### config.mk
export PLATFORM = sky130hd
export DESIGN_NAME = eaaf_queue
export DESIGN_NICKNAME = d
export VERILOG_FILES = /design/src/design/eaaf_pkg.sv /design/src/design/eaaf_queue.sv
export VERILOG_INCLUDE_DIRS = /design/src /design/src/design
export SDC_FILE = /design/constraint.sdc
export NUM_CORES = 1
export LEC_CHECK = 0
export BUFFER_PORTS_ARGS = -buffer_cell sky130_fd_sc_hd__buf_4
export CORE_UTILIZATION = 59
export CTS_BUF_LIST = sky130_fd_sc_hd__clkbuf_4 sky130_fd_sc_hd__clkbuf_8
export CTS_CLUSTER_DIAMETER = 80
export DETAILED_ROUTE_END_ITERATION = 10
export PLACE_DENSITY = 0.86
export SYNTH_ARGS = -nofsm -noshare
export SYNTH_HDL_FRONTEND = slang
export SYNTH_SLANG_ARGS = --single-unit
### constraint.sdc
create_clock -name clk -period 6.97 [get_ports clk]
set_input_delay 0.697 -clock clk [delete_from_list [all_inputs] [get_ports clk]]
set_output_delay 0.697 -clock clk [all_outputs]
set_load 0.01 [all_outputs]
### src/design/assert_macros.svh
// ----------------------------------------------------------------------------
// Assertion macros
// Shared concurrent assertion forms for the edge antialias filter.
// ----------------------------------------------------------------------------
`ifndef ASSERT_MACROS_SVH
`define ASSERT_MACROS_SVH

// Check a property at every rising edge outside reset.
`define ASSERT_PROP(label, clk, rst_n, prop, msg) \
  label: assert property (@(posedge clk) disable iff (!rst_n) prop) else $error(msg);

// Check that a condition never holds at a rising edge outside reset.
`define ASSERT_NEVER(label, clk, rst_n, cond, msg) \
  label: assert property (@(posedge clk) disable iff (!rst_n) !(cond)) else $error(msg);

`endif

### src/design/eaaf_pkg.sv
// ----------------------------------------------------------------------------
// Edge antialias filter package
// Pixel and transaction types, register codes and filter helpers.
// ----------------------------------------------------------------------------
`default_nettype none

package eaaf_pkg;

  localparam int CHAN_W      = 8;
  localparam int CFG_W       = 10;
  localparam int CFG_IDX_W   = 1;
  localparam int QUEUE_DEPTH = 4;
  localparam int QCNT_W      = $clog2(QUEUE_DEPTH + 1);
  localparam int NB_NUM      = 4;
  localparam int CNT_W       = $clog2(NB_NUM + 1);
  localparam int SUM_W       = CHAN_W + $clog2(NB_NUM);

  localparam logic [CFG_W-1:0] DIM_RESET = 10'd450;
  localparam int DIM_MIN = 3;

  localparam logic [CHAN_W-1:0] ALPHA_OPAQUE = 8'd255;
  localparam logic [CHAN_W-1:0] ALPHA_CLEAR  = 8'd0;

  localparam int EDGE_TOP   = 255;
  localparam int EDGE_STEP  = 50;
  localparam int EDGE_FLOOR = 85;
  localparam int FILL_STEP  = 55;
  localparam int FILL_BASE  = 10;
  localparam int FILL_CEIL  = 220;

  localparam int RECIP3       = 683;
  localparam int RECIP3_SHIFT = 11;

  typedef enum logic [CFG_IDX_W-1:0] {
    REG_FRAME_WIDTH  = 1'b0,
    REG_FRAME_HEIGHT = 1'b1
  } cfg_reg_t;

  typedef struct packed {
    logic [CHAN_W-1:0] alpha;
    logic [CHAN_W-1:0] blue;
    logic [CHAN_W-1:0] green;
    logic [CHAN_W-1:0] red;
  } pix_t;

  typedef struct packed {
    logic [CHAN_W-1:0] in_red;
    logic [CHAN_W-1:0] in_green;
    logic [CHAN_W-1:0] in_blue;
    logic [CHAN_W-1:0] in_alpha;
    logic              in_sof;
  } pix_in_t;

  typedef struct packed {
    logic [CHAN_W-1:0] out_red;
    logic [CHAN_W-1:0] out_green;
    logic [CHAN_W-1:0] out_blue;
    logic [CHAN_W-1:0] out_alpha;
    logic              out_valid;
    logic              out_eof;
  } pix_out_t;

  typedef struct packed {
    pix_t centre;
    pix_t up_nb;
    pix_t down_nb;
    pix_t left_nb;
    pix_t right_nb;
    logic emit;
    logic border;
    logic last;
  } work_t;

  function automatic logic [CHAN_W-1:0] edge_alpha(input logic [CNT_W-1:0] bg);
    int v;
    v = EDGE_TOP - EDGE_STEP * int'(bg);
    if (v < EDGE_FLOOR) v = EDGE_FLOOR;
    return CHAN_W'(v);
  endfunction

  function automatic logic [CHAN_W-1:0] fill_alpha(input logic [CNT_W-1:0] fg);
    int v;
    v = FILL_STEP * int'(fg) + FILL_BASE;
    if (v > FILL_CEIL) v = FILL_CEIL;
    return CHAN_W'(v);
  endfunction

  function automatic logic [CHAN_W-1:0] mean_chan(input logic [SUM_W-1:0] s,
                                                  input logic [CNT_W-1:0] n);
    logic [SUM_W+RECIP3_SHIFT-1:0] prod;
    logic [CHAN_W-1:0]             q;
    prod = (SUM_W + RECIP3_SHIFT)'(s) * (SUM_W + RECIP3_SHIFT)'(RECIP3);
    unique case (n)
      CNT_W'(1): q = s[CHAN_W-1:0];
      CNT_W'(2): q = s[1 +: CHAN_W];
      CNT_W'(3): q = prod[RECIP3_SHIFT +: CHAN_W];
      CNT_W'(4): q = s[2 +: CHAN_W];
      default:   q = '0;
    endcase
    return q;
  endfunction

endpackage

`default_nettype wire

### src/design/eaaf_queue.sv
// ----------------------------------------------------------------------------
// Edge antialias filter work queue
// Short queue between the front end and the filter back end.
// ----------------------------------------------------------------------------
`default_nettype none
`include "assert_macros.svh"

module eaaf_queue (
  input  logic                        clk,
  input  logic                        rst_n,
  input  logic                        push,
  input  eaaf_pkg::work_t             push_data,
  input  logic                        pop,
  output eaaf_pkg::work_t             pop_data,
  output logic                        empty,
  output logic [eaaf_pkg::QCNT_W-1:0] count
);

  import eaaf_pkg::*;

  localparam int PW = $clog2(QUEUE_DEPTH);
  localparam logic [QCNT_W-1:0] FULL_CNT = QCNT_W'(QUEUE_DEPTH);

  work_t             slot_r [QUEUE_DEPTH];
  logic [PW-1:0]     wr_ptr_r, rd_ptr_r;
  logic [QCNT_W-1:0] count_r, count_nxt;

  assign count_nxt = count_r + QCNT_W'(push) - QCNT_W'(pop);

  always_ff @(posedge clk) begin
    if (!rst_n) begin
      wr_ptr_r <= '0;
      rd_ptr_r <= '0;
      count_r  <= '0;
    end else begin
      if (push) begin
        wr_ptr_r <= wr_ptr_r + PW'(1);
      end
      if (pop) begin
        rd_ptr_r <= rd_ptr_r + PW'(1);
      end
      count_r <= count_nxt;
    end
  end

  always_ff @(posedge clk) begin
    if (push) begin
      slot_r[wr_ptr_r] <= push_data;
    end
  end

  assign pop_data = slot_r[rd_ptr_r];
  assign empty    = count_r == '0;
  assign count    = count_r;

  `ASSERT_NEVER(a_q_overflow, clk, rst_n, push && !pop && count_r == FULL_CNT, "queue overflow")
  `ASSERT_NEVER(a_q_underflow, clk, rst_n, pop && (count_r == '0), "queue underflow")

endmodule

`default_nettype wire

==> results of run 1 <==
[cell type report]
cell class                 count  area (um2)
tap                          525         657
inverter                       7        26.3
antenna                        1        2.50
timing repair buffer         344        2620
multi-input combinational    189        3910
clock inverter                42         245
clock buffer                 139        1680
fill                        2135       10900
sequential                   661       19800
[placed cells by master, fill, tap and decap left out, types with 5 or more instances in the layout]
master      n
edfxtp_1  652
buf_4     341
mux4_2    163
clkbuf_8  101
clkbuf_4   38
clkinv_1   24
clkinv_2   11
inv_1       7
dfxtp_1     7
ha_1        6
nor2_1      5
[state kept, by name, indices dropped and copies added, names as in the netlist, named ones only]
register and count:
slot_r 652, rd_ptr_r 2, count 3, wr_ptr_r 2
[where the power goes]
part	internal, mW	switching [mW]	leakage (nW)
sequential	4.58	0.0650	6.06
clock	1.63	1.39	1.02
combinational	0.468	0.446	2.70
[metal layers]
metal,global-route usage (%),vias to the layer above,part of all wire [%]
met1,30.3,5740,38
li1,-,4702,-
met2,37.2,518,51
met4,7.36,2,1.8
met5,0,-,0.021
met3,7.85,65,9.4
[metrics by stage]
step / util (%) / hold WS (ps) / area [um2]
after floorplan: - / 499 / 23900
after global placement: 67.8 / 510 / 27000
after detailed placement: 67.8 / 546 / 27000
after CTS: 72.6 / 182 / 28900
after global routing: 72.6 / 193 / 28900
final: 72.6 / 239 / 28900
[kinds of logic after synthesis]
family / share of synthesized area (%)
fa+ha+maj: 0.398
simple gates: 0.288
compound gates: 0.0628
buf+inv: 1.08
flops: 82.6
xor+xnor: 0.173
mux: 15.4
[worst paths after layout]
check	start	endpoint	depth (start not counted)
setup / recovery	flip-flop	pop_data[72]	3
hold / removal	push_data[67]	slot_r[1][67]	1
setup reg to reg	wr_ptr_r[0]	slot_r[3][32]	3
hold reg to reg	rd_ptr_r[0]	flip-flop	2
==> flow_summary_export.csv, run 1 <==
group,metric,value,unit
finish,num-nets-final,1476,
clock_tree,clk_pin_slew,70,ps
pwr,peakVddDrop,0.256,mV
yosys,synth.top_cells.by_area,"edfxtp_1, mux4_2, dfxtp_1, buf_6, buf_2",
clock_tree,cts_setup_buffers,0,
setup_path,crit_fanout,57,
finish,final_layout_size_suffix_gt1_share,48.6,%
global_routing,grt-ovfl-total,0,
yosys,ys_seq_area_share,82.6,%
yosys,synth-seq-cells,661,
setup_path,cp_top_family,"flip-flops",
timing,setup_viol,0,
placement,numPortBuffers,333,
timing,max_freq,265,MHz
global_routing,track_usage,23.2,%
yosys,synth_nets,1067,
setup_path,slowest_delay,1030,ps
pwr,power_density,297,nW/um2
timing,period_share,54.2,%
floorplan,fp.dieArea,41300,um2
placement,dp_slack,3800,ps
routing,first_iter_violations,933,
routing,dr.pass1.iters,7,
placement,post-place-cells,1726,
timing,setup_ws,3190,ps
setup_path,ff2ff_setup_slack,4360,ps
pwr,leakagePower,9.78,nW
timing,worst_pin_slew,1140,ps
setup_path,cp_slowest_cell,"dfxtp_4",
routing,vias,11027,
yosys,syn_avg_cell_area,26.8,um2
floorplan,io_pins,334,
floorplan,die_h,203,um
yosys,synth.top_cell.area_share,81.9,%
setup_path,crit_arrival,3080,ps
yosys,yosysMostFrequentCell,"edfxtp_1",
run,cap_violations,0,
yosys,ys_top_cells_by_count,"edfxtp_1, mux4_2, buf_2",
yosys,synthCells,893,
global_routing,first_global_vias,11607,
finish,finalNonFillerCells,1908,
timing,period_needed,3780,ps
timing,slew_headroom,23.9,%
clock_tree,clockBufferDepth,3,
setup_path,critPathCaptureType,"output pin",
floorplan,die_w,203,um
global_routing,grt_first_pass_wirelength,69800,um
clock_tree,cts_root_buffer,"clkbuf_8",
timing,rsz0062_at_grt,"no",
global_routing,grt_max_degree,164,
setup_path,criticalPathCategory,"flip-flop to output pin",
setup_path,crit_chain,"buf_12 > mux4_2 > buf_4",
yosys,yosysTopAreaCell,"edfxtp_1",
routing,drc,0,
yosys,syn-cell-area,23900,um2
clock_tree,htreeDepth,3,
floorplan,rows,73,
finish,area_delta_synth_final,20.8,%
clock_tree,cts_sinks,661,
global_routing,grt_antenna_before_repair,2,
pwr,finalPower,8.57,mW
yosys,synth_edf_count,652,
placement,dp_hpwl,27200,um
floorplan,core_area,39800,um2
routing,ant_nets,0,
setup_path,required,6270,ps
placement,gp_congestion,0.739,
yosys,synth_flop_cell,"edfxtp_1",
timing,finalHoldViolations,0,
routing,post_drt_wl_per_cell,24.7,um
setup_path,worst-path-buf-inv,2,
yosys,ys_async_sr_fraction,0,%
clock_tree,clock_latency,650,ps
yosys,synth.distinct_cells,20,
clock_tree,cts_tree,"yes",
min_path,hold_path_class,"input pin to flip-flop",
routing,wl,47100,um
timing,fin_setup_tns,0,ps
run_status,status,"completed",
clock_tree,cts_hold_buf,0,
setup_path,crit_path_start_kind,"flip-flop",
clock_tree,numCtsBuffers,99,
floorplan,start_util,60.1,%
timing,drv_slew,0,
clock_tree,ctsResizeCount,0,
yosys,ys_warn_count,0,
routing,vias_per_cell,5.78,
timing,worst_clock_skew,20.2,ps
(Power assumes the default switching activity.)
==> run 2: changes to the inputs <==
==> constraint.sdc (replaced) <==
create_clock -name clk -period 3.7 [get_ports clk]
set_input_delay 0.37 -clock clk [delete_from_list [all_inputs] [get_ports clk]]
set_output_delay 0.37 -clock clk [all_outputs]
set_load 0.01 [all_outputs]
==> run 2 against run 1 <==
  * Combinational power rose by 110%
  * Die area unchanged
  * First-iteration DRC count up 4.0%
  * Sequential cell count stayed put
  * Power is 94% higher
  * Critical path type unchanged
  * Highest routed layer unchanged
==> flow_summary_export.csv, run 2 (synthesized netlist as in run 1, its figures left out) <==
group,metric,value,unit
run_status,status,"completed",
routing,drc,0,
routing,wl,55100,um
timing,max_freq,322,MHz
setup_path,rr_endpoint,"slot_r[2][128]",
setup_path,slowest_delay,800,ps
placement,gp_congestion,0.750,
setup_path,crit_path_frequent_cell,"buf_4",
run,cap_violations,0,
finish,largest_reg_flops,652,
global_routing,grt_antenna_before_repair,3,
setup_path,required,3330,ps
timing,worst_pin_slew,784,ps
timing,slew_headroom,47.7,%
routing,first_iter_violations,970,
routing,ant_nets,0,
global_routing,first_global_vias,12925,
timing,period_needed,3110,ps
timing,finalHoldViolations,0,
setup_path,crit_path_start_kind,"flip-flop",
pwr,power_density,540,nW/um2
setup_path,crit_chain,"buf_4 > mux4_2 > buf_4",
pwr,leakagePower,10.5,nW
finish,max_flop_register,"slot_r",
setup_path,criticalPathCategory,"flip-flop to output pin",
clock_tree,cts_root_buffer,"clkbuf_8",
routing,post_drt_wl_per_cell,26.5,um
finish,fillCellCount,1894,
pwr,peakVddDrop,0.442,mV
clock_tree,htreeDepth,3,
finish,fin_util,77.2,%
routing,vias_per_cell,5.81,
timing,fin_setup_tns,0,ps
finish,final_common_cell,"edfxtp_1",
timing,drv_slew,0,
routing,dr.pass1.iters,4,
floorplan,rows,73,
floorplan,die_h,203,um
setup_path,crit_fanout,29,
finish,final_layout_size_suffix_gt1_share,43.1,%
clock_tree,clock_latency,670,ps
setup_path,crit_arrival,2740,ps
setup_path,r2r_cells,4,
placement,dp_hpwl,28400,um
finish,area_delta_synth_final,28.5,%
timing,period_share,84.0,%
timing,rsz0062_at_grt,"no",
min_path,min_to,"wr_ptr_r[0]",
routing,vias,12075,
clock_tree,ctsResizeCount,0,
global_routing,grt_max_degree,98,
timing,worst_clock_skew,25.3,ps
clock_tree,cts_hold_buf,165,
setup_path,cp_top_family,"flip-flops",
floorplan,core_area,39800,um2
clock_tree,numCtsBuffers,99,
timing,setup_ws,593,ps
setup_path,cp_slowest_cell,"dfxtp_4",
min_path,hold_path_class,"input pin to flip-flop",
global_routing,grt-ovfl-total,0,
setup_path,r2r_start,"wr_ptr_r[0]",
clock_tree,cts_setup_buffers,0,
clock_tree,cts_sinks,661,
floorplan,fp.dieArea,41300,um2
timing,setup_viol,0,
floorplan,start_util,60.1,%
setup_path,ff2ff_setup_slack,1730,ps
floorplan,die_w,203,um
global_routing,grt_first_pass_wirelength,79800,um
min_path,hold_start,"push",
global_routing,track_usage,26.9,%
setup_path,critPathCaptureType,"output pin",
clock_tree,clk_pin_slew,60,ps
floorplan,io_pins,334,
min_path,holdPathStages,3,
setup_path,worst-path-buf-inv,2,
finish,num-nets-final,1646,
clock_tree,cts_tree,"yes",
finish,final_cell_mix,"edfxtp_1, buf_4, dlygate4sd3_1",
placement,dp_slack,1260,ps
clock_tree,clockBufferDepth,3,
placement,numPortBuffers,333,
==> run 2: how the worst max path moves through the flow <==
stage,from,endpoint,slack [ps],cells after the start
6_report,flip-flop,pop_data[34],590,3
5_1_grt,flip-flop,pop_data[34],380,3
2_1_floorplan,wr_ptr_r[0],slot_r[2][0],720,3
3_3_place_gp,flip-flop,pop_data[34],1290,3
4_1_cts,flip-flop,pop_data[34],520,3
3_5_place_dp,flip-flop,pop_data[34],1260,3
==> run 2: worst register-to-register path, delay by kind of cell (launching register included) <==
kind / cells / cell delay (ps)
adder cells (fa/ha/maj): 1 / 150
buffers and inverters: 2 / 500
flip-flops: 1 / 340
AND/OR/NAND/NOR: 1 / 550
==> run 2: final cells by class <==
| type | instances | area, um2 | area share, % |
|---|---|---|---|
| flip-flops and latches | 661 | 19800 | 64.3 |
| repair buffers | 514 | 4420 | 14.4 |
| multi-input cells | 189 | 3910 | 12.7 |
| clock buffers | 125 | 1570 | 5.11 |
| well taps | 525 | 657 | 2.14 |
| clock inverters | 54 | 375 | 1.22 |
| inverters | 7 | 26.3 | 0.0855 |
| diodes | 4 | 10.0 | 0.0326 |
==> run 2: stage by stage <==
| step | cell area [um2] | hold slack, ps | power (mW) | std cells |
|---|---|---|---|---|
| floorplan | 23900 | 469 | 9.76 | 893 |
| global placement | 27100 | 508 | 10.6 | 1731 |
| detailed placement | 27100 | 547 | 10.7 | 1731 |
| CTS | 30700 | 9.78 | 16.6 | 2075 |
| global route | 30700 | 41.1 | 17.1 | 2077 |
| finish | 30700 | 51.4 | 16.6 | 2079 |
==> run 2: metal layers <==
layer	wire (um)	vias to the layer above	global-route usage, %
met5	8	-	0
met4	1200	2	9.32
met3	5280	83	8.28
met2	28900	690	45.5
met1	19800	6251	33.2
li1	-	5049	-
==> run 2: report_power, final <==
part / switching [mW] / internal (mW) / total [mW]
clock: 2.78 / 3.14 / 5.91
combinational: 0.923 / 1.01 / 1.94
sequential: 0.146 / 8.61 / 8.76
