**config.mk**
```make
export PLATFORM = sky130hd
export DESIGN_NAME = eaaf_back
export DESIGN_NICKNAME = d
export VERILOG_FILES = /design/src/design/assert_macros.svh /design/src/design/eaaf_pkg.sv /design/src/design/eaaf_back.sv
export SDC_FILE = /design/constraint.sdc
export NUM_CORES = 1
export LEC_CHECK = 0
export ABC_AREA = 0
export BUFFER_PORTS_ARGS = -buffer_cell sky130_fd_sc_hd__buf_2
export CORE_ASPECT_RATIO = 1.5
export CORE_MARGIN = 2
export CORE_UTILIZATION = 45
export CTS_CLUSTER_SIZE = 14
export DETAILED_ROUTE_END_ITERATION = 12
export MAX_ROUTING_LAYER = met4
export PLACE_DENSITY = 0.76
export RECOVER_POWER = 25
export REMOVE_ABC_BUFFERS = 1
export SYNTH_ARGS = -nofsm -noshare
export SYNTH_HDL_FRONTEND = slang
export SYNTH_SLANG_ARGS = --single-unit
```
**constraint.sdc**
```tcl
create_clock -name clk -period 19.5 [get_ports clk]
set_input_delay 0 -clock clk [delete_from_list [all_inputs] [get_ports clk]]
set_output_delay 0 -clock clk [all_outputs]
set_load 0.02 [all_outputs]
```
**src/design/assert_macros.svh**
```systemverilog
// ----------------------------------------------------------------------------
// Assertion macros
// Shared concurrent assertion forms for the edge antialias filter.
// ----------------------------------------------------------------------------
`ifndef ASSERT_MACROS_SVH
`define ASSERT_MACROS_SVH

// Check a property at every rising edge outside reset.
`define ASSERT_PROP(label, clk, rst_n, prop, msg) \
  label: assert property (@(posedge clk) disable iff (!rst_n) prop) else $error(msg);

// Check that a condition never holds at a rising edge outside reset.
`define ASSERT_NEVER(label, clk, rst_n, cond, msg) \
  label: assert property (@(posedge clk) disable iff (!rst_n) !(cond)) else $error(msg);

`endif

```
**src/design/eaaf_pkg.sv**
```systemverilog
// ----------------------------------------------------------------------------
// Edge antialias filter package
// Pixel and transaction types, register codes and filter helpers.
// ----------------------------------------------------------------------------
`default_nettype none

package eaaf_pkg;

  localparam int CHAN_W      = 8;
  localparam int CFG_W       = 10;
  localparam int CFG_IDX_W   = 1;
  localparam int QUEUE_DEPTH = 4;
  localparam int QCNT_W      = $clog2(QUEUE_DEPTH + 1);
  localparam int NB_NUM      = 4;
  localparam int CNT_W       = $clog2(NB_NUM + 1);
  localparam int SUM_W       = CHAN_W + $clog2(NB_NUM);

  localparam logic [CFG_W-1:0] DIM_RESET = 10'd450;
  localparam int DIM_MIN = 3;

  localparam logic [CHAN_W-1:0] ALPHA_OPAQUE = 8'd255;
  localparam logic [CHAN_W-1:0] ALPHA_CLEAR  = 8'd0;

  localparam int EDGE_TOP   = 255;
  localparam int EDGE_STEP  = 50;
  localparam int EDGE_FLOOR = 85;
  localparam int FILL_STEP  = 55;
  localparam int FILL_BASE  = 10;
  localparam int FILL_CEIL  = 220;

  localparam int RECIP3       = 683;
  localparam int RECIP3_SHIFT = 11;

  typedef enum logic [CFG_IDX_W-1:0] {
    REG_FRAME_WIDTH  = 1'b0,
    REG_FRAME_HEIGHT = 1'b1
  } cfg_reg_t;

  typedef struct packed {
    logic [CHAN_W-1:0] alpha;
    logic [CHAN_W-1:0] blue;
    logic [CHAN_W-1:0] green;
    logic [CHAN_W-1:0] red;
  } pix_t;

  typedef struct packed {
    logic [CHAN_W-1:0] in_red;
    logic [CHAN_W-1:0] in_green;
    logic [CHAN_W-1:0] in_blue;
    logic [CHAN_W-1:0] in_alpha;
    logic              in_sof;
  } pix_in_t;

  typedef struct packed {
    logic [CHAN_W-1:0] out_red;
    logic [CHAN_W-1:0] out_green;
    logic [CHAN_W-1:0] out_blue;
    logic [CHAN_W-1:0] out_alpha;
    logic              out_valid;
    logic              out_eof;
  } pix_out_t;

  typedef struct packed {
    pix_t centre;
    pix_t up_nb;
    pix_t down_nb;
    pix_t left_nb;
    pix_t right_nb;
    logic emit;
    logic border;
    logic last;
  } work_t;

  function automatic logic [CHAN_W-1:0] edge_alpha(input logic [CNT_W-1:0] bg);
    int v;
    v = EDGE_TOP - EDGE_STEP * int'(bg);
    if (v < EDGE_FLOOR) v = EDGE_FLOOR;
    return CHAN_W'(v);
  endfunction

  function automatic logic [CHAN_W-1:0] fill_alpha(input logic [CNT_W-1:0] fg);
    int v;
    v = FILL_STEP * int'(fg) + FILL_BASE;
    if (v > FILL_CEIL) v = FILL_CEIL;
    return CHAN_W'(v);
  endfunction

  function automatic logic [CHAN_W-1:0] mean_chan(input logic [SUM_W-1:0] s,
                                                  input logic [CNT_W-1:0] n);
    logic [SUM_W+RECIP3_SHIFT-1:0] prod;
    logic [CHAN_W-1:0]             q;
    prod = (SUM_W + RECIP3_SHIFT)'(s) * (SUM_W + RECIP3_SHIFT)'(RECIP3);
    unique case (n)
      CNT_W'(1): q = s[CHAN_W-1:0];
      CNT_W'(2): q = s[1 +: CHAN_W];
      CNT_W'(3): q = prod[RECIP3_SHIFT +: CHAN_W];
      CNT_W'(4): q = s[2 +: CHAN_W];
      default:   q = '0;
    endcase
    return q;
  endfunction

endpackage

`default_nettype wire

```
**src/design/eaaf_back.sv**
```systemverilog
// ----------------------------------------------------------------------------
// Edge antialias filter back end
// Applies the four-neighbour stencil and holds the result for the consumer.
// ----------------------------------------------------------------------------
`default_nettype none

module eaaf_back (
  input  logic               clk,
  input  logic               rst_n,
  input  logic               q_empty,
  input  eaaf_pkg::work_t    q_data,
  output logic               q_pop,
  output eaaf_pkg::pix_out_t out_data,
  output logic               out_empty,
  input  logic               out_pop
);

  import eaaf_pkg::*;

  pix_t             nb [NB_NUM];
  pix_t             centre, res_pix;
  logic [CNT_W-1:0] bg, fg;
  logic [SUM_W-1:0] sum_red, sum_green, sum_blue;
  pix_out_t         res_nxt, res_r;
  logic             res_valid_r, take;

  assign take  = !q_empty && (!res_valid_r || out_pop);
  assign q_pop = take;

  always_comb begin
    centre = q_data.centre;
    nb[0]  = q_data.up_nb;
    nb[1]  = q_data.down_nb;
    nb[2]  = q_data.left_nb;
    nb[3]  = q_data.right_nb;
    bg        = '0;
    fg        = '0;
    sum_red   = '0;
    sum_green = '0;
    sum_blue  = '0;
    for (int i = 0; i < NB_NUM; i++) begin
      if (nb[i].alpha == ALPHA_CLEAR) begin
        bg = bg + CNT_W'(1);
      end
      if (nb[i].alpha == ALPHA_OPAQUE) begin
        fg        = fg + CNT_W'(1);
        sum_red   = sum_red + SUM_W'(nb[i].red);
        sum_green = sum_green + SUM_W'(nb[i].green);
        sum_blue  = sum_blue + SUM_W'(nb[i].blue);
      end
    end

    res_pix = centre;
    if (!q_data.border) begin
      if (centre.alpha == ALPHA_OPAQUE && bg != '0) begin
        res_pix.alpha = edge_alpha(bg);
      end else if (centre.alpha == ALPHA_CLEAR && fg != '0) begin
        res_pix.red   = mean_chan(sum_red, fg);
        res_pix.green = mean_chan(sum_green, fg);
        res_pix.blue  = mean_chan(sum_blue, fg);
        res_pix.alpha = fill_alpha(fg);
      end
    end

    res_nxt = '0;
    if (q_data.emit) begin
      res_nxt.out_red   = res_pix.red;
      res_nxt.out_green = res_pix.green;
      res_nxt.out_blue  = res_pix.blue;
      res_nxt.out_alpha = res_pix.alpha;
      res_nxt.out_valid = 1'b1;
      res_nxt.out_eof   = q_data.last;
    end
  end

  always_ff @(posedge clk) begin
    if (!rst_n) begin
      res_valid_r <= 1'b0;
    end else if (take) begin
      res_valid_r <= 1'b1;
    end else if (out_pop) begin
      res_valid_r <= 1'b0;
    end
  end

  always_ff @(posedge clk) begin
    if (take) begin
      res_r <= res_nxt;
    end
  end

  assign out_data  = res_r;
  assign out_empty = !res_valid_r;

endmodule

`default_nettype wire

```
==> results of run 1 <==
-- how the worst max path moves through the flow --
stage | to | cells past startpoint | slack (ps) | start
floorplan | out_data[33] | 41 | 10430 | q_data[124]
global placement | out_data[33] | 39 | 9500 | q_data[124]
detailed placement | out_data[33] | 42 | 9240 | q_data[124]
CTS | out_data[33] | 42 | 9530 | q_data[124]
global route | out_data[33] | 42 | 8780 | q_data[124]
finish | out_data[33] | 42 | 9470 | q_data[124]
-- repair_timing --
action | in CTS | in global routing
hold endpoints to repair | 2 | 0
resized for setup | 0 | 0
setup buffers | 0 | 0
hold buffers | 3 | 0
setup endpoints to repair | 0 | 0
-- power breakdown --
group,leakage [nW],switching [mW],total [mW],internal (mW)
combinational,7.24,0.0520,0.0886,0.0366
clock,0.0804,0.0397,0.101,0.0610
sequential,0.347,0.00138,0.0896,0.0882
-- routing by layer --
| layer | vias to the layer above | GRT usage |
|---|---|---|
| met5 | - | - |
| met4 | 0 | 0.122 |
| met3 | 117 | 0.0496 |
| met2 | 481 | 0.501 |
| met1 | 5640 | 0.299 |
| li1 | 5673 | - |
-- per-stage QoR --
step | cell area [um^2] | cells | power, mW | setup slack, ps | hold slack [ps]
after global placement | 13600 | 1966 | 0.177 | 9500 | 239
after detailed placement | 13600 | 1966 | 0.179 | 9240 | 255
after CTS | 13800 | 1977 | 0.279 | 9530 | 24.7
final | 13800 | 1980 | 0.279 | 9470 | 27.6
after global routing | 13800 | 1980 | 0.290 | 8780 | 39.1
after floorplan | 12100 | 1411 | 0.138 | 10430 | 98.9
-- state kept, by name, indices dropped and copies added (netlist names) --
name         flops
out_data        34
res_valid_r      1
-- cell type report --
cell class | instances | area, um^2 | share of cell area
diodes | 3 | 7.51 | 0.000545
clock buffers | 5 | 125 | 0.00909
clock inverters | 3 | 46.3 | 0.00336
inverters | 155 | 582 | 0.0422
multi-input cells | 1221 | 10500 | 0.759
flip-flops and latches | 35 | 1040 | 0.0756
well taps | 342 | 428 | 0.0311
repair buffers | 216 | 1090 | 0.0793
-- critical path: cells and delay by family --
kind,cells,cell delay (ps)
AOI/OAI and AO/OA,15,3640
xor gates and xnor gates,2,320
adders and majority gates,10,3570
buffers and inverters,8,630
and+or+nand+nor,7,1890
-- synthesized netlist by cell type (5+ instances only) --
master                      instances
sky130_fd_sc_hd__nand2_1           85
sky130_fd_sc_hd__a21boi_0           7
sky130_fd_sc_hd__buf_1              5
sky130_fd_sc_hd__a22oi_1           11
sky130_fd_sc_hd__o21ai_1           31
sky130_fd_sc_hd__and3_1            25
sky130_fd_sc_hd__nand2b_1          12
sky130_fd_sc_hd__o21ai_0           51
sky130_fd_sc_hd__a211o_1            6
sky130_fd_sc_hd__xor2_1            40
sky130_fd_sc_hd__a211oi_1          19
sky130_fd_sc_hd__nand4_1           18
sky130_fd_sc_hd__mux2_2            14
sky130_fd_sc_hd__o2111ai_1          5
sky130_fd_sc_hd__a221oi_1          12
sky130_fd_sc_hd__clkbuf_1          31
sky130_fd_sc_hd__and4_1             5
sky130_fd_sc_hd__o31ai_1           13
sky130_fd_sc_hd__a221o_1            7
sky130_fd_sc_hd__xnor2_1           55
sky130_fd_sc_hd__o221ai_1           6
sky130_fd_sc_hd__nor2_1            93
sky130_fd_sc_hd__o31a_1             6
sky130_fd_sc_hd__a21oi_1           81
sky130_fd_sc_hd__and2_1            14
sky130_fd_sc_hd__edfxtp_1          34
sky130_fd_sc_hd__nand3_1           22
sky130_fd_sc_hd__a21o_1            41
sky130_fd_sc_hd__fa_1              67
sky130_fd_sc_hd__o22ai_1            6
sky130_fd_sc_hd__nor4_1            14
sky130_fd_sc_hd__nor3_1            29
sky130_fd_sc_hd__ha_1             274
sky130_fd_sc_hd__nor2b_1           21
sky130_fd_sc_hd__o21a_1            20
sky130_fd_sc_hd__o21bai_1           8
sky130_fd_sc_hd__a31oi_1           15
sky130_fd_sc_hd__inv_1            151
sky130_fd_sc_hd__mux2i_1           14
-- cells by family (layout without fill, tap and decap cells) --
group           Yosys count  count (layout)  synth area share
other cells               0               3                 0
compound gates          391             391             0.219
xor+xnor                 96              96            0.0698
mux                      29              29            0.0252
fa+ha+maj               344             344             0.392
buf+inv                 198             379            0.0626
flops                    35              35            0.0850
simple gates            361             361             0.146
-- placed cells by master (no fill, tap or decap), types with 13 or more instances in the layout --
cell type	count
sky130_fd_sc_hd__inv_1	151
sky130_fd_sc_hd__nand4_1	18
sky130_fd_sc_hd__o21ai_0	51
sky130_fd_sc_hd__a31oi_1	15
sky130_fd_sc_hd__fa_1	67
sky130_fd_sc_hd__a21o_1	41
sky130_fd_sc_hd__o21ai_1	31
sky130_fd_sc_hd__nor3_1	29
sky130_fd_sc_hd__o21a_1	20
sky130_fd_sc_hd__a211oi_1	19
sky130_fd_sc_hd__nand3_1	22
sky130_fd_sc_hd__buf_2	177
sky130_fd_sc_hd__xor2_1	40
sky130_fd_sc_hd__mux2i_1	14
sky130_fd_sc_hd__nor4_1	14
sky130_fd_sc_hd__edfxtp_1	34
sky130_fd_sc_hd__nand2_1	85
sky130_fd_sc_hd__nor2_1	92
sky130_fd_sc_hd__ha_1	274
sky130_fd_sc_hd__a21oi_1	81
sky130_fd_sc_hd__xnor2_1	55
sky130_fd_sc_hd__o31ai_1	13
sky130_fd_sc_hd__nor2b_1	20
sky130_fd_sc_hd__and3_1	25
sky130_fd_sc_hd__mux2_2	14
sky130_fd_sc_hd__clkbuf_1	25
sky130_fd_sc_hd__and2_1	13
==> metrics list, run 1 <==
* Metal2 WL: 19.3 mm
- The worst hold path terminates at out_data[20].
* Iteration-0 DRC count of the detailed router: 775
- Worst Path Class, Setup: in2reg
- After clock tree synthesis, the clock-pin slew on the worst setup and hold paths is 70 ps.
- Ys Warns: 0
- Starting utilization of the core area: 0.453
* Final net count: 2142
- Crit end category: register
- Global-route wire length before repair: 62.3 mm
* Global route overflow: 0
- In this run the remaining antenna-violating nets after routing total 0.
- The most numerous cell type found on the critical path is sky130_fd_sc_hd__inv_1.
* Number of buffers between clock root and the deepest sink: 2
- A synthesized cell averages 8.42 um^2.
* Total power divided by cell area: 20.2 nW/um^2
- After detailed routing, the number of vias per cell comes to 6.02.
- Final total negative setup slack: 0 ps
* Startpoint of the lowest-slack register-to-register path: res_valid_r
- Number of antenna violations at the first check in global routing: 3
- On the critical path, the stage with the largest delay is an instance of sky130_fd_sc_hd__and4_1.
- Count of flip-flops with a built-in enable after synthesis: 34
- Cell types with the largest area share after synthesis: sky130_fd_sc_hd__ha_1, sky130_fd_sc_hd__fa_1, sky130_fd_sc_hd__edfxtp_1
- In this run, synthesis produced a sequential element count of 35.
- The worst hold path begins at q_data[141].
- The number of global-route vias before repair came to 12300.
- Crit Reg-Reg Endpoint: out_data[26]
- For this run, the total global-route usage over all layers was measured as 0.277.
- Among all flip-flop cells after synthesis, the most frequent one is sky130_fd_sc_hd__edfxtp_1.
- Fraction of post-synthesis cell area in the top cell type by area: 0.280
- Of the cells placed in the final design, the portion with a size suffix greater than 1 is 0.147.
* Clock H-tree levels: 2
* Combined area of all synthesized cells: 12200 um^2
* Final weighted congestion in routability-driven placement: 1.02
- FILL cells: 2553
- RSZ-0062 raised after global routing: false
- Total Die Area: 28600 um^2
- Routed WL: 38.7 mm
* Post-synthesis sequential area ratio: 0.0850
* Core region area: 27000 um^2
- Timing would allow up to 99.8 MHz.
* Number of design rule violations left after detail routing: 0
- In this run the clock root is driven by a sky130_fd_sc_hd__clkbuf_16.
- Tightest Pin Transition: 1260 ps
* Worst reg2reg setup slack: 17830 ps
* Area delta synth->final: 12.4%
- The max-slew violation total from the final report came to 0.
- M1 WL: 14.8 mm
- Final Skew: 11.9 ps
* Number of cells produced by synthesis: 1454
* Number of standard-cell rows in the floorplan: 74
* Maximum ir drop on the vdd rail: 56.1 uV
- TritonCTS clock tree: built
* Largest area contributor in the synthesized netlist: sky130_fd_sc_hd__ha_1
* Cell count of the worst hold path: 3
- Count of maximum capacitance violations: 0
- Leak pwr: 7.66 nW
* Clock buffers created by TritonCTS: 5
* CP Data Arrival Time: 10070 ps
- In this run the tightest slew margin relative to its limit is 0.159.
* CP max FO: 25
- Setup violations remaining at the end of the flow were counted as 0.
- Counting I/O delays and the setup requirement, the final critical path takes 10030 ps.
* Crit share post-route: 0.514
* Number of distinct library cells after synthesis: 88
* Vias after detailed routing: 11900
* I/O pins: 203
- Summed over all nets, the half-perimeter wirelength after detailed placement is 32.6 mm.
- Synth async-reset ratio: 0
* Highest Signal Layer: met4
- In the detailed route, the total length drawn on met3 is 2.78 mm.
- Overall die height: 206 um
- Buffers on Ports: 202
- Final routed wire length divided by cell count: 19.6 um
* Fin util: 0.509
* Maximum number of pins on one net before global-route repair: 38
- The pre-antenna-repair detailed-routing pass consisted of 5 iterations.
* Clock sink total: 35
* Largest stage delay on the critical path: 710 ps
- STA classifies the critical path startpoint as an input port.
* Clock insertion delay at the later pin of the skew report: 300 ps
- The run finished with clean final reports.
- Measured in cells, the most critical reg-to-reg path has a length of 2.
- Final number of hold-violating endpoints: 0
- From left edge to right edge, the die measures 139 um.
* Path type of the worst min-delay path: in2reg
* WP data required: 19550 ps
Note: power is estimated with default switching activity, not from simulation.
==> inputs of run 2 (changes only) <==
--- a/config.mk
+++ b/config.mk
@@ -13,7 +13,7 @@
 export CTS_CLUSTER_SIZE = 14
 export DETAILED_ROUTE_END_ITERATION = 12
 export MAX_ROUTING_LAYER = met4
-export PLACE_DENSITY = 0.76
+export PLACE_DENSITY = 0.79
 export RECOVER_POWER = 25
 export REMOVE_ABC_BUFFERS = 1
 export SYNTH_ARGS = -nofsm -noshare
==> constraint.sdc (replaced) <==
create_clock -name clk -period 9.2 [get_ports clk]
set_input_delay 0 -clock clk [delete_from_list [all_inputs] [get_ports clk]]
set_output_delay 0 -clock clk [all_outputs]
set_load 0.02 [all_outputs]
==> metrics list, run 2 (synthesized netlist as in run 1, its figures left out) <==
- Starting utilization of the core area: 0.453
- The critical path is of the in2reg type.
* Number of design rule violations left after detail routing: 0
- Most common cell after layout, fill and taps aside: sky130_fd_sc_hd__ha_1
- Crit end category: register
- The first global-routing pass estimated 62.4 mm of wire.
- TritonCTS built the clock tree.
* Post-DRT Antenna Nets: 0
* Global routing usage on met1: 0.299
- Global routing usage summed across all routing layers: 0.279
- The number of failing hold endpoints at the final stage was 0.
- Among cell families on the critical path, the largest total delay comes from adder cells.
* Final Skew: 15.1 ps
* Final routed wire length divided by cell count: 19.5 um
* Count of maximum capacitance violations: 0
- The clock net in this run drives a total of 35 sinks.
- Total power divided by cell area: 41.0 nW/um^2
- At the placement stage, the worst setup path has a slack of -130 ps.
- Worst-path cell with the longest stage delay: sky130_fd_sc_hd__fa_1
- In this run, the number of DRC markers left after iteration 0 of detailed routing was 698.
- Top cell by count, worst path: sky130_fd_sc_hd__ha_1
- Of the available clock period, the critical path in the final layout requires 0.950.
- Setup repair after global routing could not meet its margin everywhere.
- The floorplan step defined a core boundary enclosing 27000 um^2.
- The layer flagged by global routing as most heavily used is met2.
* Number of antenna violations at the first check in global routing: 5
- Crit Reg-Reg Endpoint: out_data[3]
- After detailed routing, the total wire length is 39.4 mm.
* Horizontal die dimension: 139 um
* Global route overflow: 0
* Achievable clock frequency: 114 MHz
- Number of standard-cell rows in the floorplan: 74
* CP Data Arrival Time: 8770 ps
- The wire-length estimate of the detail-placed layout is 33.4 mm.
- Number of cells in the design after placement: 2005
* Vias after detailed routing: 12200
* Final Worst Setup Slack: 464 ps
* Leak pwr: 7.90 nW
- Worst setup path endpoint: out_data[33]
- Number of gates on the worst path with buffers counted: 39
* Largest stage delay on the critical path: 530 ps
- At the pin with the least slew margin, the transition time is 1250 ps.
- 203 I/O pins were placed.
- Fraction of final layout cells with drive strength greater than 1: 0.188
* Worst slack on hold paths: 6.05 ps
* Logic depth of the worst register-to-register path: 2
- Maximum ir drop on the vdd rail: 80.7 uV
- CP max FO: 6
* Crit path launch: q_data[128]
- The die covers 28600 um^2.
- In this run the tightest slew margin relative to its limit is 0.164.
- Final weighted congestion in routability-driven placement: 1.01
- The startpoint identified for the worst register-to-register timing path is res_valid_r.
- The register with the most flip-flops in the layout has 34 of them.
- In the final design database the tool counted 2186 nets.
- Buffering stage count on the worst path with inverters included: 5
- The min-delay analysis places its worst path in the category in2reg.
- Clock buffers created by TritonCTS: 5
- The clock passes through at most 2 buffers.
- Kind of launch point of the worst setup path: input port
* Clock H-tree levels: 2
- Final-report max-slew violation count: 0
- Entering global routing, the biggest net connects 38 pins.
* Clock input transition at the sequential cells of the worst setup and hold paths: 60 ps
- The library cells used most frequently in the layout, excluding fill and tap cells, are sky130_fd_sc_hd__ha_1, sky130_fd_sc_hd__buf_2, sky130_fd_sc_hd__inv_1, sky130_fd_sc_hd__nor2_1, sky130_fd_sc_hd__nand2_1.
* Worst reg2reg setup slack: 7560 ps
- The layout has 2548 filler cells.
- From synthesis to final layout, the design area changed by 16.3%.
- Run status: finished clean
* Overall die height: 206 um
* M2 GR Usage: 0.494
- WP data required: 9230 ps
- After layout, the minimum clock period comes to 8740 ps.
* Detailed-router iteration count before antenna repair: 5
* Buffers on Ports: 202
- For this run, the number of standard cells in the final layout without fillers is 2026.
* Via count of the first global-routing pass: 12400
* Fraction of met3 tracks used by global routing: 0.0473
* Clock insertion delay at the later pin of the skew report: 290 ps
* Via count normalized by instance count: 6.00
- Final setup vio count: 0
- The tree is rooted in a sky130_fd_sc_hd__clkbuf_16.
==> run 2: routing by layer <==
layer,vias to the layer above,wire (um)
li1,5775,-
met1,5715,14900
met2,508,19300
met3,155,2870
met4,0,2430
met5,-,0
==> run 2: what timing repair did <==
action | CTS | global route
setup endpoints to repair | 0 | 15
endpoints found under the hold margin | 1 | 0
resized for setup | 0 | 38
setup buffers | 0 | 6
hold buffers | 2 | 0
==> run 2: worst min path at each step <==
| stage | endpoint | depth (start not counted) | from | slack (ps) |
|---|---|---|---|---|
| global placement | res_valid_r | 2 | q_empty | 240 |
| finish | out_data[0] | 2 | q_data[0] | 6 |
| detailed placement | res_valid_r | 2 | q_empty | 260 |
| floorplan | out_data[1] | 0 | q_data[2] | 100 |
| CTS | out_data[0] | 2 | q_data[0] | 6 |
| global route | out_data[0] | 2 | q_data[0] | 30 |
==> run 2: area by class of cell <==
class | count | area [um^2] | area share
inverters | 155 | 582 | 0.0409
flip-flops and latches | 35 | 1040 | 0.0731
well taps | 342 | 428 | 0.0301
repair buffers | 260 | 1420 | 0.0997
diodes | 5 | 12.5 | 0.000879
clock inverters | 3 | 43.8 | 0.00308
multi-input cells | 1221 | 10600 | 0.743
clock buffers | 5 | 125 | 0.00879
==> run 2: power breakdown <==
group / internal, mW / leakage, nW / switching (mW) / total [mW]
clock network: 0.128 / 0.0838 / 0.0745 / 0.202
registers: 0.187 / 0.347 / 0.00283 / 0.190
logic: 0.0798 / 7.47 / 0.112 / 0.191
==> run 2: per-stage QoR <==
step	util	power (mW)	TNS, ps	instance area, um^2
finish	0.527	0.584	0	14200
detailed placement	0.514	0.381	-130	13900
global route	0.527	0.608	-106	14200
global placement	0.514	0.376	0	13900
floorplan	-	0.294	0	12100
CTS	0.521	0.581	0	14100
